<file path="config.mk">
export PLATFORM = sky130hd
export DESIGN_NAME = sync_length_xor_frame_decoder_flat
export DESIGN_NICKNAME = d
export VERILOG_FILES = /design/src/sv/sldx_pkg.sv /design/src/sv/sldx_if.sv /design/src/sv/sldx_ram.sv /design/src/sv/sldx_ring.sv /design/src/sv/sync_length_xor_frame_decoder.sv /design/src/flat_wrapper.sv
export SDC_FILE = /design/constraint.sdc
export NUM_CORES = 2
export LEC_CHECK = 0
export BUFFER_PORTS_ARGS = -buffer_cell sky130_fd_sc_hd__buf_2
export CAP_MARGIN = 20
export CORE_MARGIN = 3
export CORE_UTILIZATION = 30
export CTS_BUF_LIST = sky130_fd_sc_hd__clkbuf_8
export CTS_CLUSTER_DIAMETER = 50
export DETAILED_ROUTE_END_ITERATION = 8
export PLACE_DENSITY = 0.49
export SYNTH_ARGS = -nofsm -noshare
export SYNTH_HDL_FRONTEND = slang
export SYNTH_SLANG_ARGS = --single-unit
</file>
<file path="constraint.sdc">
create_clock -name clk -period 7.14 [get_ports clk]
set_clock_uncertainty 0.2 [all_clocks]
set_input_delay 0 -clock clk [delete_from_list [all_inputs] [get_ports clk]]
set_output_delay 0 -clock clk [all_outputs]
set_load 0.01 [all_outputs]
</file>
<file path="src/sv/sldx_pkg.sv">
// Package for the sync/length/XOR frame decoder.
// Holds frame layout offsets, register indexes, reset values and the ring command type.
// No dependencies.
package sldx_pkg;

  localparam int OFF_W = 7;

  localparam logic [OFF_W-1:0] SYNC0_OFF     = 7'd0;
  localparam logic [OFF_W-1:0] SYNC1_OFF     = 7'd1;
  localparam logic [OFF_W-1:0] LEN_OFF       = 7'd2;
  localparam logic [OFF_W-1:0] SEQ_OFF       = 7'd3;
  localparam logic [OFF_W-1:0] CMD_OFF       = 7'd4;
  localparam logic [OFF_W-1:0] PAY_OFF       = 7'd5;
  localparam logic [OFF_W-1:0] FRAME_OVH     = 7'd5;
  localparam logic [OFF_W-1:0] MIN_FRAME     = 7'd6;
  localparam logic [OFF_W-1:0] SYNC_BYTES    = 7'd2;
  localparam logic [OFF_W-1:0] ONE_BYTE      = 7'd1;

  localparam int REG_IDX_W = 2;
  localparam logic [REG_IDX_W-1:0] REG_SYNC_FIRST    = 2'd0;
  localparam logic [REG_IDX_W-1:0] REG_SYNC_SECOND   = 2'd1;
  localparam logic [REG_IDX_W-1:0] REG_PAYLOAD_LIMIT = 2'd2;

  localparam logic [7:0] SYNC_FIRST_RST    = 8'd170;
  localparam logic [7:0] SYNC_SECOND_RST   = 8'd85;
  localparam logic [6:0] PAYLOAD_LIMIT_RST = 7'd32;

  typedef struct packed {
    logic             push;
    logic             pop;
    logic [OFF_W-1:0] pop_n;
  } ring_cmd_t;

endpackage

</file>
<file path="src/sv/sldx_if.sv">
// Channel interfaces for the frame decoder: input byte, result and config write.
// Depends on sldx_pkg for the register index width.
interface sldx_in_if;
  logic       valid;
  logic       ready;
  logic [7:0] rx_byte;
  modport source (output valid, output rx_byte, input ready);
  modport sink (input valid, input rx_byte, output ready);
endinterface

interface sldx_out_if;
  logic       valid;
  logic       ready;
  logic       status;
  logic [7:0] frame_seq;
  logic [7:0] frame_cmd;
  logic [6:0] body_len;
  logic       has_byte;
  logic [7:0] payload_byte;
  logic [5:0] byte_index;
  logic       last;
  modport source (output valid, output status, output frame_seq, output frame_cmd,
                  output body_len, output has_byte, output payload_byte,
                  output byte_index, output last, input ready);
  modport sink (input valid, input status, input frame_seq, input frame_cmd,
                input body_len, input has_byte, input payload_byte,
                input byte_index, input last, output ready);
endinterface

interface sldx_cfg_if;
  logic                           valid;
  logic                           ready;
  logic [sldx_pkg::REG_IDX_W-1:0] index;
  logic [7:0]                     data;
  modport source (output valid, output index, output data, input ready);
  modport sink (input valid, input index, input data, output ready);
endinterface

</file>
<file path="src/sv/sldx_ram.sv">
// Generic single-write, single-read RAM with registered read data.
// No dependencies.
module sldx_ram #(
  parameter int WIDTH = 8,
  parameter int DEPTH = 512
) (
  input  logic                     clk,
  input  logic                     we,
  input  logic [$clog2(DEPTH)-1:0] waddr,
  input  logic [WIDTH-1:0]         wdata,
  input  logic [$clog2(DEPTH)-1:0] raddr,
  output logic [WIDTH-1:0]         rdata
);

  logic [WIDTH-1:0] mem [DEPTH];

  always_ff @(posedge clk) begin
    if (we) begin
      mem[waddr] <= wdata;
    end
    rdata <= mem[raddr];
  end

endmodule

</file>
<file path="src/sv/sldx_ring.sv">
// Ring pointer unit: head and fill count, tail and offset read address with wrap.
// Depends on sldx_pkg for ring_cmd_t and the offset width.
module sldx_ring #(
  parameter int BUFFER_DEPTH = 512
) (
  input  logic                               clk,
  input  logic                               rst_n,
  input  sldx_pkg::ring_cmd_t                cmd,
  input  logic [sldx_pkg::OFF_W-1:0]         rd_off,
  output logic [$clog2(BUFFER_DEPTH+1)-1:0]  count,
  output logic [$clog2(BUFFER_DEPTH)-1:0]    wr_addr,
  output logic [$clog2(BUFFER_DEPTH)-1:0]    rd_addr
);

  localparam int AW = $clog2(BUFFER_DEPTH);
  localparam int CW = $clog2(BUFFER_DEPTH + 1);
  localparam int SW = ((CW > sldx_pkg::OFF_W) ? CW : sldx_pkg::OFF_W) + 1;

  logic [AW-1:0] head_r;
  logic [CW-1:0] count_r;
  logic [SW-1:0] tail_sum;
  logic [SW-1:0] rd_sum;
  logic [SW-1:0] pop_sum;
  logic [SW-1:0] tail_w;
  logic [SW-1:0] rd_w;
  logic [SW-1:0] pop_w;

  assign tail_sum = SW'(head_r) + SW'(count_r);
  assign rd_sum   = SW'(head_r) + SW'(rd_off);
  assign pop_sum  = SW'(head_r) + SW'(cmd.pop_n);

  assign tail_w = (tail_sum >= SW'(BUFFER_DEPTH)) ? tail_sum - SW'(BUFFER_DEPTH) : tail_sum;
  assign rd_w   = (rd_sum >= SW'(BUFFER_DEPTH)) ? rd_sum - SW'(BUFFER_DEPTH) : rd_sum;
  assign pop_w  = (pop_sum >= SW'(BUFFER_DEPTH)) ? pop_sum - SW'(BUFFER_DEPTH) : pop_sum;

  assign wr_addr = tail_w[AW-1:0];
  assign rd_addr = rd_w[AW-1:0];
  assign count   = count_r;

  always_ff @(posedge clk) begin
    if (!rst_n) begin
      head_r  <= '0;
      count_r <= '0;
    end else if (cmd.push) begin
      count_r <= count_r + CW'(1);
    end else if (cmd.pop) begin
      head_r  <= pop_w[AW-1:0];
      count_r <= count_r - CW'(cmd.pop_n);
    end
  end

endmodule

</file>
<file path="src/sv/sync_length_xor_frame_decoder.sv">
// Frame decoder top level: config registers, decode sequencer, ring unit and store.
// Depends on sldx_pkg, sldx_if, sldx_ram and sldx_ring.
// An accepted byte is stored (a full store gives a drop result); then come the sync check
// with one-byte discards on resync, length check, checksum walk and payload results.
// Input ready is high only in idle, so a byte is taken only once the last one is handled.
// Reset clears pointers and count, presets config registers; store contents are not cleared.
module sync_length_xor_frame_decoder #(
  parameter int BUFFER_DEPTH = 512,
  parameter int PAYLOAD_CAP  = 32
) (
  input  logic              clk,
  input  logic              rst_n,
  sldx_in_if.sink           in_if,
  sldx_out_if.source        out_if,
  sldx_cfg_if.sink          cfg_if
);

  localparam int AW   = $clog2(BUFFER_DEPTH);
  localparam int CW   = $clog2(BUFFER_DEPTH + 1);
  localparam int CMPW = ((CW > 8) ? CW : 8) + 1;
  localparam int OW   = sldx_pkg::OFF_W;

  typedef enum logic [3:0] {
    S_IDLE, S_DROP, S_SYNC0, S_SYNC1, S_SYNC2, S_LEN, S_LENW,
    S_XOR, S_EMPTY, S_EMIT, S_EMITR
  } state_t;

  state_t              state_r;
  logic [7:0]          sync_first_r;
  logic [7:0]          sync_second_r;
  logic [6:0]          limit_r;
  logic [7:0]          b0_r;
  logic [7:0]          xor_r;
  logic [7:0]          seq_r;
  logic [7:0]          cmd_r;
  logic [OW-1:0]       total_r;
  logic [OW-1:0]       ptr_r;
  logic [6:0]          idx_r;
  logic [6:0]          plen_r;

  logic                out_valid_r;
  logic                out_status_r;
  logic [7:0]          out_seq_r;
  logic [7:0]          out_cmd_r;
  logic [6:0]          out_plen_r;
  logic                out_has_r;
  logic [7:0]          out_byte_r;
  logic [5:0]          out_idx_r;
  logic                out_last_r;

  sldx_pkg::ring_cmd_t ring_cmd;
  logic [OW-1:0]       rd_off;
  logic [CW-1:0]       count;
  logic [AW-1:0]       wr_addr;
  logic [AW-1:0]       rd_addr;
  logic [7:0]          rdata;

  logic                acc;
  logic                full;
  logic                out_free;
  logic                out_load;
  logic                sync_hit;
  logic [6:0]          limit_sat;
  logic [7:0]          len_max;
  logic                len_bad;
  logic                cnt_short;
  logic                cnt_lt2;
  logic                cnt_lt6;
  logic                xor_end;
  logic                xor_ok;
  logic                emit_last;
  logic [OW-1:0]       ptr_prev;

  sldx_ring #(.BUFFER_DEPTH(BUFFER_DEPTH)) u_ring (
    .clk     (clk),
    .rst_n   (rst_n),
    .cmd     (ring_cmd),
    .rd_off  (rd_off),
    .count   (count),
    .wr_addr (wr_addr),
    .rd_addr (rd_addr)
  );

  sldx_ram #(.WIDTH(8), .DEPTH(BUFFER_DEPTH)) u_store (
    .clk   (clk),
    .we    (ring_cmd.push),
    .waddr (wr_addr),
    .wdata (in_if.rx_byte),
    .raddr (rd_addr),
    .rdata (rdata)
  );

  assign in_if.ready  = (state_r == S_IDLE);
  assign cfg_if.ready = 1'b1;

  assign acc       = in_if.valid && in_if.ready;
  assign full      = (count == CW'(BUFFER_DEPTH));
  assign out_free  = !out_valid_r || out_if.ready;
  assign out_load  = out_free &&
                     ((state_r == S_DROP) || (state_r == S_EMPTY) || (state_r == S_EMIT));
  assign sync_hit  = (b0_r == sync_first_r) && (rdata == sync_second_r);
  assign limit_sat = (limit_r > 7'(PAYLOAD_CAP)) ? 7'(PAYLOAD_CAP) : limit_r;
  assign len_max   = {1'b0, limit_sat} + 8'd1;
  assign len_bad   = (rdata == 8'd0) || (rdata > len_max);
  assign cnt_short = CMPW'(count) < (CMPW'(rdata) + CMPW'(sldx_pkg::FRAME_OVH));
  assign cnt_lt2   = CMPW'(count) < CMPW'(sldx_pkg::SYNC_BYTES);
  assign cnt_lt6   = CMPW'(count) < CMPW'(sldx_pkg::MIN_FRAME);
  assign xor_end   = (ptr_r == total_r);
  assign xor_ok    = (xor_r == rdata);
  assign emit_last = ((idx_r + 7'd1) == plen_r);
  assign ptr_prev  = ptr_r - OW'(1);

  always_comb begin
    ring_cmd = '0;
    rd_off   = '0;
    case (state_r)
      S_IDLE: begin
        ring_cmd.push = acc && !full;
      end
      S_SYNC0: rd_off = sldx_pkg::SYNC0_OFF;
      S_SYNC1: rd_off = sldx_pkg::SYNC1_OFF;
      S_SYNC2: begin
        ring_cmd.pop   = !sync_hit;
        ring_cmd.pop_n = sldx_pkg::ONE_BYTE;
      end
      S_LEN: rd_off = sldx_pkg::LEN_OFF;
      S_LENW: begin
        rd_off         = sldx_pkg::SEQ_OFF;
        ring_cmd.pop   = len_bad;
        ring_cmd.pop_n = sldx_pkg::ONE_BYTE;
      end
      S_XOR: begin
        if (xor_end) begin
          rd_off         = sldx_pkg::PAY_OFF;
          ring_cmd.pop   = !xor_ok;
          ring_cmd.pop_n = sldx_pkg::ONE_BYTE;
        end else begin
          rd_off = ptr_r;
        end
      end
      S_EMPTY: begin
        ring_cmd.pop   = out_free;
        ring_cmd.pop_n = total_r;
      end
      S_EMIT: begin
        rd_off         = sldx_pkg::PAY_OFF + idx_r;
        ring_cmd.pop   = out_free && emit_last;
        ring_cmd.pop_n = total_r;
      end
      S_EMITR: rd_off = sldx_pkg::PAY_OFF + idx_r;
      default: begin
        ring_cmd = '0;
        rd_off   = '0;
      end
    endcase
  end

  always_ff @(posedge clk) begin
    if (!rst_n) begin
      sync_first_r  <= sldx_pkg::SYNC_FIRST_RST;
      sync_second_r <= sldx_pkg::SYNC_SECOND_RST;
      limit_r       <= sldx_pkg::PAYLOAD_LIMIT_RST;
    end else if (cfg_if.valid) begin
      case (cfg_if.index)
        sldx_pkg::REG_SYNC_FIRST:    sync_first_r  <= cfg_if.data;
        sldx_pkg::REG_SYNC_SECOND:   sync_second_r <= cfg_if.data;
        sldx_pkg::REG_PAYLOAD_LIMIT: limit_r       <= cfg_if.data[6:0];
        default: ;
      endcase
    end
  end

  always_ff @(posedge clk) begin
    if (!rst_n) begin
      state_r     <= S_IDLE;
      out_valid_r <= 1'b0;
    end else begin
      if (out_valid_r && out_if.ready && !out_load) begin
        out_valid_r <= 1'b0;
      end
      case (state_r)
        S_IDLE: begin
          if (acc) begin
            state_r <= full ? S_DROP : S_SYNC0;
          end
        end
        S_DROP: begin
          if (out_free) begin
            out_valid_r  <= 1'b1;
            out_status_r <= 1'b1;
            out_seq_r    <= '0;
            out_cmd_r    <= '0;
            out_plen_r   <= '0;
            out_has_r    <= 1'b0;
            out_byte_r   <= '0;
            out_idx_r    <= '0;
            out_last_r   <= 1'b0;
            state_r      <= S_IDLE;
          end
        end
        S_SYNC0: begin
          state_r <= cnt_lt2 ? S_IDLE : S_SYNC1;
        end
        S_SYNC1: begin
          b0_r    <= rdata;
          state_r <= S_SYNC2;
        end
        S_SYNC2: begin
          state_r <= sync_hit ? S_LEN : S_SYNC0;
        end
        S_LEN: begin
          state_r <= cnt_lt6 ? S_IDLE : S_LENW;
        end
        S_LENW: begin
          if (len_bad || cnt_short) begin
            state_r <= S_IDLE;
          end else begin
            total_r <= rdata[OW-1:0] + sldx_pkg::FRAME_OVH;
            plen_r  <= rdata[6:0] - 7'd1;
            xor_r   <= rdata;
            ptr_r   <= sldx_pkg::CMD_OFF;
            state_r <= S_XOR;
          end
        end
        S_XOR: begin
          if (xor_end) begin
            idx_r <= '0;
            if (!xor_ok) begin
              state_r <= S_IDLE;
            end else if (plen_r == 7'd0) begin
              state_r <= S_EMPTY;
            end else begin
              state_r <= S_EMIT;
            end
          end else begin
            xor_r <= xor_r ^ rdata;
            if (ptr_prev == sldx_pkg::SEQ_OFF) begin
              seq_r <= rdata;
            end
            if (ptr_prev == sldx_pkg::CMD_OFF) begin
              cmd_r <= rdata;
            end
            ptr_r <= ptr_r + OW'(1);
          end
        end
        S_EMPTY: begin
          if (out_free) begin
            out_valid_r  <= 1'b1;
            out_status_r <= 1'b0;
            out_seq_r    <= seq_r;
            out_cmd_r    <= cmd_r;
            out_plen_r   <= '0;
            out_has_r    <= 1'b0;
            out_byte_r   <= '0;
            out_idx_r    <= '0;
            out_last_r   <= 1'b1;
            state_r      <= S_IDLE;
          end
        end
        S_EMIT: begin
          if (out_free) begin
            out_valid_r  <= 1'b1;
            out_status_r <= 1'b0;
            out_seq_r    <= seq_r;
            out_cmd_r    <= cmd_r;
            out_plen_r   <= plen_r;
            out_has_r    <= 1'b1;
            out_byte_r   <= rdata;
            out_idx_r    <= idx_r[5:0];
            out_last_r   <= emit_last;
            if (emit_last) begin
              state_r <= S_IDLE;
            end else begin
              idx_r   <= idx_r + 7'd1;
              state_r <= S_EMITR;
            end
          end
        end
        S_EMITR: begin
          state_r <= S_EMIT;
        end
        default: begin
          state_r <= S_IDLE;
        end
      endcase
    end
  end

  assign out_if.valid        = out_valid_r;
  assign out_if.status       = out_status_r;
  assign out_if.frame_seq    = out_seq_r;
  assign out_if.frame_cmd    = out_cmd_r;
  assign out_if.body_len     = out_plen_r;
  assign out_if.has_byte     = out_has_r;
  assign out_if.payload_byte = out_byte_r;
  assign out_if.byte_index   = out_idx_r;
  assign out_if.last         = out_last_r;

  a_count_bound: assert property (@(posedge clk) disable iff (!rst_n)
    count <= CW'(BUFFER_DEPTH))
    else $error("fill count beyond store depth");

  a_push_count: assert property (@(posedge clk) disable iff (!rst_n)
    (acc && !full) |=> (count == $past(count) + CW'(1)))
    else $error("accepted byte not added to store");

  a_drop_full: assert property (@(posedge clk) disable iff (!rst_n)
    (out_valid_r && out_status_r) |-> full)
    else $error("drop result while store not full");

  a_walk_bound: assert property (@(posedge clk) disable iff (!rst_n)
    (state_r == S_XOR) |-> (ptr_r <= total_r))
    else $error("checksum walk ran past frame end");

  a_last_index: assert property (@(posedge clk) disable iff (!rst_n)
    (out_valid_r && !out_status_r && out_has_r && out_last_r)
      |-> ((7'(out_idx_r) + 7'd1) == out_plen_r))
    else $error("last mark not on final payload byte");

endmodule

</file>
<file path="src/flat_wrapper.sv">
// flat-port wrapper written by rule: the top's interface ports become plain ports
module sync_length_xor_frame_decoder_flat 
#(
  parameter int BUFFER_DEPTH = 512,
  parameter int PAYLOAD_CAP  = 32
)
  (clk, rst_n, in_if_valid, in_if_rx_byte, in_if_ready, out_if_valid, out_if_status, out_if_frame_seq, out_if_frame_cmd, out_if_body_len, out_if_has_byte, out_if_payload_byte, out_if_byte_index, out_if_last, out_if_ready, cfg_if_valid, cfg_if_index, cfg_if_data, cfg_if_ready);
  sldx_in_if in_if_i ();
  sldx_out_if out_if_i ();
  sldx_cfg_if cfg_if_i ();
  input  logic clk;
  input  logic rst_n;
  input wire logic [$bits(in_if_i.valid)-1:0] in_if_valid;
  input wire logic [$bits(in_if_i.rx_byte)-1:0] in_if_rx_byte;
  output wire logic [$bits(in_if_i.ready)-1:0] in_if_ready;
  output wire logic [$bits(out_if_i.valid)-1:0] out_if_valid;
  output wire logic [$bits(out_if_i.status)-1:0] out_if_status;
  output wire logic [$bits(out_if_i.frame_seq)-1:0] out_if_frame_seq;
  output wire logic [$bits(out_if_i.frame_cmd)-1:0] out_if_frame_cmd;
  output wire logic [$bits(out_if_i.body_len)-1:0] out_if_body_len;
  output wire logic [$bits(out_if_i.has_byte)-1:0] out_if_has_byte;
  output wire logic [$bits(out_if_i.payload_byte)-1:0] out_if_payload_byte;
  output wire logic [$bits(out_if_i.byte_index)-1:0] out_if_byte_index;
  output wire logic [$bits(out_if_i.last)-1:0] out_if_last;
  input wire logic [$bits(out_if_i.ready)-1:0] out_if_ready;
  input wire logic [$bits(cfg_if_i.valid)-1:0] cfg_if_valid;
  input wire logic [$bits(cfg_if_i.index)-1:0] cfg_if_index;
  input wire logic [$bits(cfg_if_i.data)-1:0] cfg_if_data;
  output wire logic [$bits(cfg_if_i.ready)-1:0] cfg_if_ready;
  assign in_if_i.valid = in_if_valid;
  assign in_if_i.rx_byte = in_if_rx_byte;
  assign in_if_ready = in_if_i.ready;
  assign out_if_valid = out_if_i.valid;
  assign out_if_status = out_if_i.status;
  assign out_if_frame_seq = out_if_i.frame_seq;
  assign out_if_frame_cmd = out_if_i.frame_cmd;
  assign out_if_body_len = out_if_i.body_len;
  assign out_if_has_byte = out_if_i.has_byte;
  assign out_if_payload_byte = out_if_i.payload_byte;
  assign out_if_byte_index = out_if_i.byte_index;
  assign out_if_last = out_if_i.last;
  assign out_if_i.ready = out_if_ready;
  assign cfg_if_i.valid = cfg_if_valid;
  assign cfg_if_i.index = cfg_if_index;
  assign cfg_if_i.data = cfg_if_data;
  assign cfg_if_ready = cfg_if_i.ready;
  sync_length_xor_frame_decoder #(.BUFFER_DEPTH(BUFFER_DEPTH), .PAYLOAD_CAP(PAYLOAD_CAP)) u_core (.clk(clk), .rst_n(rst_n), .in_if(in_if_i), .out_if(out_if_i), .cfg_if(cfg_if_i));
endmodule
</file>
==> metrics.csv <==
metric;value;unit
maxSlewHeadroom;0.113;
hold_class;in2reg;
post-dp-hpwl;327000;um
fp.dieArea;574000;sq um
worst_hold_startpoint;cfg_if_index[1];
worst_ir_drop_vdd;0.182;mV
period_share;0.953;
pre_cts_slack;-71.9;ps
area.growth.synth_to_final;16.4;%
post-route-min-period;6800;ps
hold-path-cell-count;7;
finalPower;49.8;mW
pin_count_of_the_biggest_net_entering_global_routing;178;
avgSynthCellArea;19.6;sq um
initial_antenna_violation_count;38;
rows;275;
tritoncts;done;
clk_root_buffer_cell;sky130_fd_sc_hd__clkbuf_8;
buffers_added_on_ports;64;
rsz0062_at_grt;no;
r2r_end;u_core.u_store.rdata[6]$_DFF_P_;
timing.final.ws_setup;335;ps
total_of_warnings_raised_by_yosys;0;
final-setup-viol-count;0;
drive_gt1_frac;0.276;
io_pins;66;
post_drt_wl_per_cell;29.7;um
die_height;758;um
path_max_fanout;49;
core_area;562000;sq um
worst-endpoint-required;8080;ps
maxCapViolations;0;
groute.usage.overall;0.179;
initial_core_util;0.302;
count_of_antenna_violating_nets_left_after_detailed_routing;0;
postSynth.asyncResetShare;0;
worst_skew_pair.late_latency;1260;ps
finish.net_count;9826;
critical_path_arrival;7740;ps
routed-via-count;92000;
slew_viol_final;0;
fmax;147;MHz
reg2reg_depth;18;
final-hold-violation-count;0;
power-per-cell-area;252;nW/um^2
min_to;u_core.sync_first_r[0]$_SDFFE_PN0P_;
gp_congestion;0.840;
edff_count_synth;4195;
synth.yosys.seq_area_share;0.749;
cts_max_level;6;
first_global_vias;94700;
mapped_cells;8654;
grt.overflow.total;0;
grt_pass1_wl;741000;um
critical_path.endpoint_type;register;
path_clk_slew;60;ps
rrSetupSlack;340;ps
numClockSinks;4250;
clk_path_buf_depth;4;
avgViaCountPerCell;5.17;
die_width;758;um
synth.distinct_cells;100;
drt_iter0_drc;10600;
worst_setup_path_start_kind;register;
drt_drc_violations_left;0;
static-leakage-power;63.9;nW
synth_area;170000;sq um
run_status;finished, final reports clean;
max_slew.worst_pin.slew;1330;ps
detail_route.first_pass.iterations;8;
tritoncts.num_buffers;705;
fin_util;0.351;
setup_total_negative_slack;0;ps
crit_type;reg2reg;
ys_ff_latch;4250;
synth_flop_cell;sky130_fd_sc_hd__edfxtp_1;
routed_wl;528000;um
worstReg2RegStart;u_core.state_r[1]$_SDFFE_PN0P_;
nFillCells;52600;
-- report_power, final --
| part | leakage [nW] | switching [mW] | internal, mW | total, mW |
|---|---|---|---|---|
| clock | 7.43 | 10.2 | 9.78 | 19.9 |
| combinational | 18.3 | 1.50 | 0.841 | 2.34 |
| sequential | 38.2 | 0.0342 | 27.5 | 27.5 |
| total | 63.9 | 11.7 | 38.1 | 49.8 |
-- synthesized netlist by cell type (9+ instances only) --
cell type / number / area share
sky130_fd_sc_hd__ha_1: 57 / 0.0042
sky130_fd_sc_hd__nand2b_1: 15 / 0.00055
sky130_fd_sc_hd__buf_4: 75 / 0.0033
sky130_fd_sc_hd__o211ai_1: 11 / 0.00049
sky130_fd_sc_hd__nand2_1: 833 / 0.018
sky130_fd_sc_hd__nor3_1: 429 / 0.013
sky130_fd_sc_hd__mux4_2: 1034 / 0.14
sky130_fd_sc_hd__buf_1: 22 / 0.00049
sky130_fd_sc_hd__nand4_1: 49 / 0.0018
sky130_fd_sc_hd__dfxtp_1: 55 / 0.0065
sky130_fd_sc_hd__nand3_1: 276 / 0.0081
sky130_fd_sc_hd__buf_6: 88 / 0.0058
sky130_fd_sc_hd__o22ai_1: 21 / 0.00077
sky130_fd_sc_hd__xnor2_1: 56 / 0.0029
sky130_fd_sc_hd__o21ai_0: 57 / 0.0017
sky130_fd_sc_hd__a21oi_1: 83 / 0.0025
sky130_fd_sc_hd__a21o_1: 17 / 0.00075
sky130_fd_sc_hd__and2_1: 33 / 0.0012
sky130_fd_sc_hd__and4_1: 12 / 0.00062
sky130_fd_sc_hd__nor4_1: 21 / 0.00077
sky130_fd_sc_hd__inv_1: 34 / 0.00075
sky130_fd_sc_hd__nor2_1: 218 / 0.0048
sky130_fd_sc_hd__and3_1: 70 / 0.0026
sky130_fd_sc_hd__or4_1: 9 / 0.00040
sky130_fd_sc_hd__buf_2: 169 / 0.0050
sky130_fd_sc_hd__nor2b_1: 11 / 0.00041
sky130_fd_sc_hd__edfxtp_1: 4195 / 0.74
sky130_fd_sc_hd__a31oi_1: 30 / 0.0011
sky130_fd_sc_hd__xor2_1: 45 / 0.0023
sky130_fd_sc_hd__a311oi_1: 23 / 0.0012
sky130_fd_sc_hd__clkbuf_1: 203 / 0.0045
sky130_fd_sc_hd__a32oi_1: 65 / 0.0034
sky130_fd_sc_hd__mux2i_1: 160 / 0.0094
-- cells in the final DEF, fill, tap and decap left out, types with 55 or more instances in the layout --
| cell | n |
|---|---|
| sky130_fd_sc_hd__o21ai_0 | 57 |
| sky130_fd_sc_hd__clkinv_1 | 181 |
| sky130_fd_sc_hd__inv_1 | 277 |
| sky130_fd_sc_hd__dlygate4sd3_1 | 76 |
| sky130_fd_sc_hd__buf_2 | 63 |
| sky130_fd_sc_hd__mux4_2 | 1034 |
| sky130_fd_sc_hd__buf_4 | 689 |
| sky130_fd_sc_hd__nor3_1 | 418 |
| sky130_fd_sc_hd__clkbuf_8 | 714 |
| sky130_fd_sc_hd__dfxtp_1 | 55 |
| sky130_fd_sc_hd__edfxtp_1 | 4195 |
| sky130_fd_sc_hd__and3_1 | 70 |
| sky130_fd_sc_hd__a32oi_1 | 65 |
| sky130_fd_sc_hd__nor2_1 | 214 |
| sky130_fd_sc_hd__buf_12 | 92 |
| sky130_fd_sc_hd__nand3_1 | 261 |
| sky130_fd_sc_hd__mux2i_1 | 160 |
| sky130_fd_sc_hd__nand2_1 | 818 |
| sky130_fd_sc_hd__a21oi_1 | 82 |
| sky130_fd_sc_hd__ha_1 | 56 |
-- registers in the layout, summed over array words and instances (netlist names), 7 cells and up --
register / flops
u_core.cmd_r: 8
u_core.ptr_r: 7
u_core.limit_r: 7
u_core.b0_r: 8
u_core.u_ring.count: 10
u_core.u_store.rdata: 8
u_core.out_if.payload_byte: 8
u_core.sync_second_r: 8
u_core.out_if.frame_seq: 8
u_core.seq_r: 8
u_core.out_if.body_len: 7
u_core.sync_first_r: 8
u_core.u_store.mem: 4096
u_core.xor_r: 8
u_core.idx_r: 7
u_core.plen_r: 7
u_core.out_if.frame_cmd: 8
u_core.u_ring.head_r: 9
-- what timing repair did --
action / in CTS / in global routing
hold buffers: 85 / 0
hold endpoints to repair: 4292 / 0
pin swaps: 0 / 1
resized for setup: 1 / 0
buffers inserted: 0 / 5
setup endpoints to repair: 1 / 1
-- kinds of logic after synthesis --
logic type / Yosys count / share of synthesized area
AND/OR/NAND/NOR: 2026 / 0.0548
adder cells (fa/ha/maj): 61 / 0.00468
AO/OA/AOI/OAI: 411 / 0.0174
other: 1 / 0.0000221
buffers and inverters: 596 / 0.0202
XOR/XNOR: 108 / 0.00621
multiplexers: 1201 / 0.147
flip-flops: 4250 / 0.749
-- area by class of cell --
class | instances | area (sq um) | share of cell area
clock buffer | 714 | 9830 | 0.0498
tap | 7479 | 9360 | 0.0474
clock inverter | 549 | 2980 | 0.0151
inverter | 36 | 135 | 0.000685
timing repair buffer | 939 | 8500 | 0.0431
antenna | 22 | 55.1 | 0.000279
sequential | 4250 | 127000 | 0.644
multi-input combinational | 3810 | 39400 | 0.200
-- worst max path at each step --
stage,from,to,depth (start not counted)
after CTS,u_core.state_r[1]$_SDFFE_PN0P_,u_core.u_store.rdata[6]$_DFF_P_,18
final,u_core.state_r[1]$_SDFFE_PN0P_,u_core.u_store.rdata[6]$_DFF_P_,18
after detailed placement,u_core.state_r[1]$_SDFFE_PN0P_,u_core.u_store.rdata[6]$_DFF_P_,18
after global routing,u_core.state_r[1]$_SDFFE_PN0P_,u_core.u_store.rdata[4]$_DFF_P_,18
after floorplan,u_core.limit_r[0]$_SDFFE_PN0P_,u_core.ptr_r[0]$_SDFFCE_PN0P_,16
after global placement,u_core.ptr_r[2]$_SDFFCE_PN1P_,u_core.u_store.rdata[6]$_DFF_P_,21
-- worst max-delay path: stages (launching register included) --
cell and delay (ps):
sky130_fd_sc_hd__dfxtp_1 730, sky130_fd_sc_hd__and3_1 540, sky130_fd_sc_hd__nand2_1 240, sky130_fd_sc_hd__o221ai_1 260
sky130_fd_sc_hd__ha_4 230, sky130_fd_sc_hd__inv_1 80, sky130_fd_sc_hd__fa_4 870, sky130_fd_sc_hd__buf_12 230
sky130_fd_sc_hd__buf_12 320, sky130_fd_sc_hd__mux4_2 280, sky130_fd_sc_hd__nand2_1 60, sky130_fd_sc_hd__and3_1 220
sky130_fd_sc_hd__a311oi_1 290, sky130_fd_sc_hd__nor4_1 140, sky130_fd_sc_hd__buf_4 230, sky130_fd_sc_hd__o21ai_0 660
sky130_fd_sc_hd__nor4b_2 550, sky130_fd_sc_hd__buf_4 200, sky130_fd_sc_hd__nor4bb_1 260
-- per-layer routing --
layer,vias to the layer above,track usage,share of wire
met4,8,0.0532,0.030
met1,49400,0.249,0.42
li1,37700,-,-
met2,4073,0.287,0.47
met3,812,0.0339,0.078
met5,-,0,0.000080
-- metrics by stage --
stage,instance area (sq um),std cells,hold slack [ps]
after detailed placement,183000,16400,75.0
after global routing,197000,17800,177
after floorplan,170000,8656,-101
after CTS,197000,17800,42.1
final,197000,17800,227
after global placement,183000,16400,59.9
Note: power is estimated with default switching activity, not from simulation.
